File: config.mk
export PLATFORM = sky130hd
export DESIGN_NAME = super_io_config_registers_unit
export DESIGN_NICKNAME = d
export VERILOG_FILES = /design/src/rtl/siocr_pkg.sv /design/src/rtl/super_io_config_registers_unit.sv /design/src/rtl/siocr_ram.sv
export SDC_FILE = /design/constraint.sdc
export NUM_CORES = 2
export LEC_CHECK = 0
export BUFFER_PORTS_ARGS = -buffer_cell sky130_fd_sc_hd__buf_4
export CAP_MARGIN = 40
export CORE_MARGIN = 4
export CORE_UTILIZATION = 45
export DETAILED_ROUTE_END_ITERATION = 7
export HOLD_SLACK_MARGIN = 0.06
export PLACE_DENSITY = 0.57
export SLEW_MARGIN = 20
export SYNTH_ARGS = -nofsm -noshare
export SYNTH_HDL_FRONTEND = slang
export SYNTH_SLANG_ARGS = --single-unit
File: constraint.sdc
create_clock -name clk -period 8.2 [get_ports clk]
set_clock_uncertainty 0.1 [all_clocks]
set_input_delay 0.41 -clock clk [delete_from_list [all_inputs] [get_ports clk]]
set_output_delay 0.41 -clock clk [all_outputs]
set_load 0.02 [all_outputs]
File: src/rtl/siocr_pkg.sv
// Shared constants and types for the super I/O configuration register block.
package siocr_pkg;

	localparam int NUM_DEVICES      = 8;
	localparam int NUM_CONFIG_BYTES = 256;
	localparam int CFG_AW           = $clog2(NUM_CONFIG_BYTES);
	localparam int DEV_W            = $clog2(NUM_DEVICES);

	localparam logic [7:0] KEY_UNLOCK    = 8'hAA;
	localparam logic [7:0] KEY_LOCK      = 8'h55;
	localparam logic [7:0] PNP_CTRL_BYTE = 8'hC1;
	localparam int         PNP_CTRL_BIT  = 7;
	localparam logic [7:0] BYTE_ONES     = 8'hFF;

	localparam logic [7:0] PR_DEVICE  = 8'h07;
	localparam logic [7:0] PR_ENABLE  = 8'h30;
	localparam logic [7:0] PR_ADDR_HI = 8'h60;
	localparam logic [7:0] PR_ADDR_LO = 8'h61;
	localparam logic [7:0] PR_IRQ     = 8'h70;
	localparam logic [7:0] PR_DMA     = 8'h74;

	localparam logic [2:0] PORT_CFG_INDEX = 3'd0;
	localparam logic [2:0] PORT_CFG_DATA  = 3'd1;
	localparam logic [2:0] PORT_PNP_INDEX = 3'd2;
	localparam logic [2:0] PORT_PNP_WDATA = 3'd3;
	localparam logic [2:0] PORT_PNP_RDATA = 3'd4;

	typedef struct packed {
		logic [7:0]  read_data;
		logic        read_claimed;
		logic        pnp_enabled;
		logic        update_valid;
		logic [1:0]  update_device;
		logic        update_enable;
		logic [15:0] update_addr;
		logic [7:0]  update_irq;
	} result_t;

endpackage

File: src/rtl/super_io_config_registers_unit.sv
// Top level: super I/O configuration port with plug-and-play register window.
//
//  channel | handshake         | beat contents
//  --------+-------------------+----------------------------------------------
//  in      | in_valid/in_stall | command, port_select, write_data
//  out     | out_valid/out_stall | read_data, read_claimed, pnp_enabled, update_*
//
// One beat in and one result out per cycle while out is not stalled; a beat
// passes the RAM read stage, then the output register. The config byte
// store is a 256x8 RAM with one valid bit per entry, so it reads as zero
// after reset without a clearing pass. Stalls on out back up through the output
// register into the RAM stage; in is stalled only when both stages are full.
module super_io_config_registers_unit (
	input  logic        clk,
	input  logic        arst_n,
	input  logic        in_valid,
	output logic        in_stall,
	input  logic        command,
	input  logic [2:0]  port_select,
	input  logic [7:0]  write_data,
	output logic        out_valid,
	input  logic        out_stall,
	output logic [7:0]  read_data,
	output logic        read_claimed,
	output logic        pnp_enabled,
	output logic        update_valid,
	output logic [1:0]  update_device,
	output logic        update_enable,
	output logic [15:0] update_addr,
	output logic [7:0]  update_irq
);

	localparam int ND = siocr_pkg::NUM_DEVICES;
	localparam int NC = siocr_pkg::NUM_CONFIG_BYTES;

	logic                        lock_q, lock_d;
	logic [7:0]                  cidx_q, cidx_d;
	logic [7:0]                  pidx_q, pidx_d;
	logic [siocr_pkg::DEV_W-1:0] sel_q, sel_d;
	logic                        pnp_en_q, pnp_en_d;
	logic [NC-1:0]               cvalid_q;

	logic [7:0]  dev_en_q   [ND];
	logic [15:0] dev_base_q [ND];
	logic [7:0]  dev_irq_q  [ND];
	logic [7:0]  dev_dma_q  [ND];
	logic [7:0]  dev_en_d   [ND];
	logic [15:0] dev_base_d [ND];
	logic [7:0]  dev_irq_d  [ND];
	logic [7:0]  dev_dma_d  [ND];

	logic                        acc;
	logic                        adv1;
	logic                        ram_we;
	logic                        cfg_rd;
	logic [siocr_pkg::DEV_W-1:0] d;
	logic [7:0]                  pnp_rd;
	logic [7:0]                  ram_rdata;
	siocr_pkg::result_t          res;

	logic                        valid_s1;
	siocr_pkg::result_t          res_s1;
	logic                        cfg_rd_s1;
	logic                        cvalid_s1;
	siocr_pkg::result_t          res_s1_full;

	logic                        valid_q;
	siocr_pkg::result_t          res_q;

	assign adv1     = !valid_q || !out_stall;
	assign in_stall = valid_s1 && !adv1;
	assign acc      = in_valid && !in_stall;
	assign d        = sel_q;

	always_comb begin
		case (pidx_q)
			siocr_pkg::PR_DEVICE:  pnp_rd = {{(8 - siocr_pkg::DEV_W){1'b0}}, d};
			siocr_pkg::PR_ENABLE:  pnp_rd = dev_en_q[d];
			siocr_pkg::PR_ADDR_LO: pnp_rd = dev_base_q[d][7:0];
			siocr_pkg::PR_ADDR_HI: pnp_rd = dev_base_q[d][15:8];
			siocr_pkg::PR_IRQ:     pnp_rd = dev_irq_q[d];
			siocr_pkg::PR_DMA:     pnp_rd = dev_dma_q[d];
			default:               pnp_rd = siocr_pkg::BYTE_ONES;
		endcase
	end

	always_comb begin
		lock_d   = lock_q;
		cidx_d   = cidx_q;
		pidx_d   = pidx_q;
		sel_d    = sel_q;
		pnp_en_d = pnp_en_q;
		ram_we   = 1'b0;
		cfg_rd   = 1'b0;
		for (int i = 0; i < ND; i++) begin
			dev_en_d[i]   = dev_en_q[i];
			dev_base_d[i] = dev_base_q[i];
			dev_irq_d[i]  = dev_irq_q[i];
			dev_dma_d[i]  = dev_dma_q[i];
		end
		res              = '0;
		res.read_data    = command ? siocr_pkg::BYTE_ONES : 8'h00;
		case (port_select)
			siocr_pkg::PORT_CFG_INDEX: begin
				res.read_claimed = 1'b1;
				if (command) begin
					res.read_data = lock_q ? siocr_pkg::BYTE_ONES : cidx_q;
				end else if (lock_q) begin
					if (write_data == siocr_pkg::KEY_UNLOCK) begin
						lock_d = 1'b0;
					end
				end else if (write_data == siocr_pkg::KEY_LOCK) begin
					lock_d = 1'b1;
				end else begin
					cidx_d = write_data;
				end
			end
			siocr_pkg::PORT_CFG_DATA: begin
				res.read_claimed = 1'b1;
				if (command) begin
					cfg_rd = !lock_q;
				end else if (!lock_q) begin
					ram_we = 1'b1;
					if (cidx_q == siocr_pkg::PNP_CTRL_BYTE) begin
						pnp_en_d = write_data[siocr_pkg::PNP_CTRL_BIT];
					end
				end
			end
			siocr_pkg::PORT_PNP_INDEX: begin
				if (pnp_en_q && !command) begin
					res.read_claimed = 1'b1;
					pidx_d           = write_data;
				end
			end
			siocr_pkg::PORT_PNP_WDATA: begin
				if (pnp_en_q && !command) begin
					res.read_claimed = 1'b1;
					if (pidx_q == siocr_pkg::PR_DEVICE) begin
						sel_d = write_data[siocr_pkg::DEV_W-1:0];
					end else begin
						case (pidx_q)
							siocr_pkg::PR_ENABLE:  dev_en_d[d]         = write_data;
							siocr_pkg::PR_ADDR_LO: dev_base_d[d][7:0]  = write_data;
							siocr_pkg::PR_ADDR_HI: dev_base_d[d][15:8] = write_data;
							siocr_pkg::PR_IRQ:     dev_irq_d[d]        = write_data;
							siocr_pkg::PR_DMA:     dev_dma_d[d]        = write_data;
							default:               ;
						endcase
						res.update_valid = !d[siocr_pkg::DEV_W-1];
					end
				end
			end
			siocr_pkg::PORT_PNP_RDATA: begin
				if (pnp_en_q && command) begin
					res.read_claimed = 1'b1;
					res.read_data    = pnp_rd;
				end
			end
			default: ;
		endcase
		res.pnp_enabled = pnp_en_d;
		if (res.update_valid) begin
			res.update_device = d[1:0];
			res.update_enable = dev_en_d[d][0];
			res.update_addr   = dev_base_d[d];
			res.update_irq    = dev_irq_d[d];
		end
	end

	siocr_ram #(
		.WIDTH(8),
		.DEPTH(NC)
	) u_cfg_ram (
		.clk  (clk),
		.we   (acc && ram_we),
		.waddr(cidx_q[siocr_pkg::CFG_AW-1:0]),
		.wdata(write_data),
		.re   (acc && cfg_rd),
		.raddr(cidx_q[siocr_pkg::CFG_AW-1:0]),
		.rdata(ram_rdata)
	);

	always_ff @(posedge clk or negedge arst_n) begin
		if (!arst_n) begin
			lock_q   <= 1'b1;
			cidx_q   <= '0;
			pidx_q   <= '0;
			sel_q    <= '0;
			pnp_en_q <= 1'b0;
			cvalid_q <= '0;
			for (int i = 0; i < ND; i++) begin
				dev_en_q[i]   <= '0;
				dev_base_q[i] <= '0;
				dev_irq_q[i]  <= '0;
				dev_dma_q[i]  <= '0;
			end
		end else if (acc) begin
			lock_q   <= lock_d;
			cidx_q   <= cidx_d;
			pidx_q   <= pidx_d;
			sel_q    <= sel_d;
			pnp_en_q <= pnp_en_d;
			if (ram_we) begin
				cvalid_q[cidx_q[siocr_pkg::CFG_AW-1:0]] <= 1'b1;
			end
			for (int i = 0; i < ND; i++) begin
				dev_en_q[i]   <= dev_en_d[i];
				dev_base_q[i] <= dev_base_d[i];
				dev_irq_q[i]  <= dev_irq_d[i];
				dev_dma_q[i]  <= dev_dma_d[i];
			end
		end
	end

	// RAM stage
	always_ff @(posedge clk or negedge arst_n) begin
		if (!arst_n) begin
			valid_s1 <= 1'b0;
		end else if (acc) begin
			valid_s1 <= 1'b1;
		end else if (adv1) begin
			valid_s1 <= 1'b0;
		end
	end

	always_ff @(posedge clk) begin
		if (acc) begin
			res_s1    <= res;
			cfg_rd_s1 <= cfg_rd;
			cvalid_s1 <= cvalid_q[cidx_q[siocr_pkg::CFG_AW-1:0]];
		end
	end

	always_comb begin
		res_s1_full = res_s1;
		if (cfg_rd_s1) begin
			res_s1_full.read_data = cvalid_s1 ? ram_rdata : 8'h00;
		end
	end

	// output register
	always_ff @(posedge clk or negedge arst_n) begin
		if (!arst_n) begin
			valid_q <= 1'b0;
		end else if (adv1) begin
			valid_q <= valid_s1;
		end
	end

	always_ff @(posedge clk) begin
		if (adv1 && valid_s1) begin
			res_q <= res_s1_full;
		end
	end

	assign out_valid     = valid_q;
	assign read_data     = res_q.read_data;
	assign read_claimed  = res_q.read_claimed;
	assign pnp_enabled   = res_q.pnp_enabled;
	assign update_valid  = res_q.update_valid;
	assign update_device = res_q.update_device;
	assign update_enable = res_q.update_enable;
	assign update_addr   = res_q.update_addr;
	assign update_irq    = res_q.update_irq;

endmodule

File: src/rtl/siocr_ram.sv
// Generic single-write, single-read RAM with registered read data.
module siocr_ram #(
	parameter int WIDTH = 8,
	parameter int DEPTH = 256
) (
	input  logic                     clk,
	input  logic                     we,
	input  logic [$clog2(DEPTH)-1:0] waddr,
	input  logic [WIDTH-1:0]         wdata,
	input  logic                     re,
	input  logic [$clog2(DEPTH)-1:0] raddr,
	output logic [WIDTH-1:0]         rdata
);

	logic [WIDTH-1:0] mem [DEPTH];

	always_ff @(posedge clk) begin
		if (we) begin
			mem[waddr] <= wdata;
		end
		if (re) begin
			rdata <= mem[raddr];
		end
	end

endmodule
==> impl_metrics.toml <==
[job]
maxCapViolations = 0

[die]
die_y_um = 501
chipWidth_um = 501
coreArea_mm2 = 0.241
die_area_mm2 = 0.251
rows = 180
io_pins = 56
initial_core_util_pct = 45.4

[cells_and_area]
post-route-util_pct = 51.9
syn_to_final_growth_pct = 14.3
final_cells = 9709
nets = 6312
final_cell_mix = "edfxtp_1 (2134), mux4_2 (608), dfrtp_1 (591)"
drive_above_1_share_pct = 28.5
finalInstanceArea_mm2 = 0.125
mostFrequentLayoutCell = "edfxtp_1"

[detailed_routing]
first_pass_iters = 6
drc = 0
vias_per_cell = 6.26
drt_iter0_drc = 7262
drt-wirelength-per-cell_um = 33.6
num_vias = 60800
totalWireLength_um = 326000
ant_nets = 0

[power]
power_density_mw_per_mm2 = 266
total_power_mw = 33.3
irDropWorstVdd_uv = 265
leakage_nw = 43.6

[global_routing]
grt_pass1_vias = 60400
grt_overflow = 0
grt_pass1_wl_um = 464000
antenna_found_initial = 13
grt_use_total_pct = 25.8
grt_start_max_net_pins = 191

[critical_path]
start_kind = "flop"
slowest_stage = "dfrtp_4"
path_class = "flop to flop"
crit_path_max_fanout = 72
worstPathCellList = "buf_12 -> buf_4 -> mux4_2 -> mux2i_1 -> o21ai_0 -> nor4_1 -> nand4_1 -> or4_1"
worstSetupEndpointType = "flop"
critPathRequiredTime_ns = 8.78
crit_path_max_incr_delay_ns = 0.98
cp.arrival_ns = 5.84

[place]
gp_congestion = 0.880
port_buffers = 55
place_area_mm2 = 0.115
hpwl_um = 201000
place_ws_ns = 2.99
dp.cells = 9081

[sta]
setup_viol = 0
rsz0062_at_grt = "false"
hold_violations = 0
layout_min_cycle_time_ns = 5.26
worst_slack_ns = 2.94
setup_tns_ns = 0
min_period_over_period_pct = 64.2
fmax_mhz = 190
max-slew-margin-rel_pct = 21.1
hold-worst-slack_ns = 0.193
worst_pin_slew_ns = 1.18
drv_slew = 0

[clock_network]
clk_path_buf_depth = 4
cts_sinks = 2733
cts_hold_buf = 19
clk_latency_ns = 0.92
post_cts_buffers = 0
cts_tree = "yes"
cts-root-buf = "clkbuf_16"
clkTransAtPathRegs_ns = 0.07
cts_resized = 0
h-tree-depth = 5
cts_made_buffers = 306

[synth]
synth_warnings = 0
synthCells = 5973
ys_ff_latch = 2733
async_reset_ff_share_pct = 21.9
synth_edf_count = 2134
synth_flop_cell = "edfxtp_1"
synth_cell_types = 77
mappedNetlistArea_mm2 = 0.109
seq_area_frac_synth_pct = 72.3
synth_nets = 5989
avgSynthCellArea_um2 = 18.3

[run_status]
status = "finished clean"

[min_path]
holdCritPathClass = "input pin to flop"
flip-flops by register name, indices dropped and copies added (netlist names), 2 cells and up:
register and count:
update_irq 8, d 3, u_cfg_ram.mem 2048, dev_base_q 128, update_device 2, dev_irq_q 64
u_cfg_ram.rdata 8, dev_dma_q 64, read_data 8, res_s1 38, dev_en_q 64, pidx_q 8
cvalid_q 256, update_addr 16, cidx_q 8
report_power, final:
group | internal (mW) | total (mW) | switching, mW
combinational | 1.79 | 4.77 | 2.98
sequential | 15.0 | 15.2 | 0.139
clock | 7.92 | 13.3 | 5.43
final timing paths:
| path | depth (start not counted) | slack (ns) | startpoint | to |
|---|---|---|---|---|
| setup / recovery | 8 | 2.94 | cidx_q[1] | u_cfg_ram.rdata[5] |
| hold / removal | 3 | 0.19 | out_stall | out_valid |
| setup reg to reg | 8 | 2.94 | cidx_q[1] | u_cfg_ram.rdata[5] |
| hold reg to reg | 0 | 0.30 | res_s1[22] | update_addr[14] |
| max in group asynchronous | 5 | 5.79 | arst_n | cvalid_q[17] |
| min in group asynchronous | 3 | 0.53 | arst_n | cvalid_q[195] |
critical path, delay by kind of cell, from the launching register on:
family	cells	cell delay, ns
AND/OR/NAND/NOR	3	1.80
buffers and inverters	2	1.08
flip-flops	1	0.98
multiplexers	2	0.67
AO/OA/AOI/OAI	1	0.29
cells in the mapped netlist, drive strengths merged, types with 8 or more instances:
library cell  instances  area, um^2
a221o                 8        80.1
o41ai                 8        70.1
o21ai               158         791
o22a                  8        70.1
a22o                 28         245
mux2i               124        1240
and2                 10        62.6
nor2                370        1420
clkbuf              225         845
buf                 195        1180
nand2b               22         138
nand4                15         100
or2                  68         425
o21bai              193        1450
o221ai                9        78.8
nor3                 38         230
a21oi               129         646
a221oi               38         333
nor4                 22         150
nor2b                25         156
or3                  10        62.6
o32ai                11        96.3
mux2                285        3210
dfrtp               598       15000
a211oi               20         150
o22ai                32         200
a22oi               137        1030
o211ai               14         105
inv                  20        75.1
nand3                53         265
o31ai                12        90.1
a31oi                10        62.6
mux4                608       13700
nand2               264         991
edfxtp             2134       64100
cells by family after synthesis:
kind of cell               after synthesis  synth area share [%]
DFF                                   2733                  72.3
muxes                                 1017                  16.6
and+or+nand+nor                        927                  3.89
AOI/OAI and AO/OA                      855                  5.35
buffers and inverters                  440                  1.92
adders and majority gates                1               0.00915
layer usage:
metal	share of wire [%]	vias up	GRT usage, %
met5	0.0040	-	0
met4	3.5	2	8.13
met3	8.9	608	5.62
met2	46	2968	39.2
met1	42	32700	37.6
li1	-	24500	-
area by class of cell:
cell class                 count  area [um^2]
antenna                        4         10.0
clock buffer                 397         8250
clock inverter               135         1370
fill                       19200       116000
inverter                      20         80.1
multi-input combinational   2800        28400
sequential                  2733        79100
tap                         3185         3990
timing repair buffer         435         3880
Note: power is estimated with default switching activity, not from simulation.
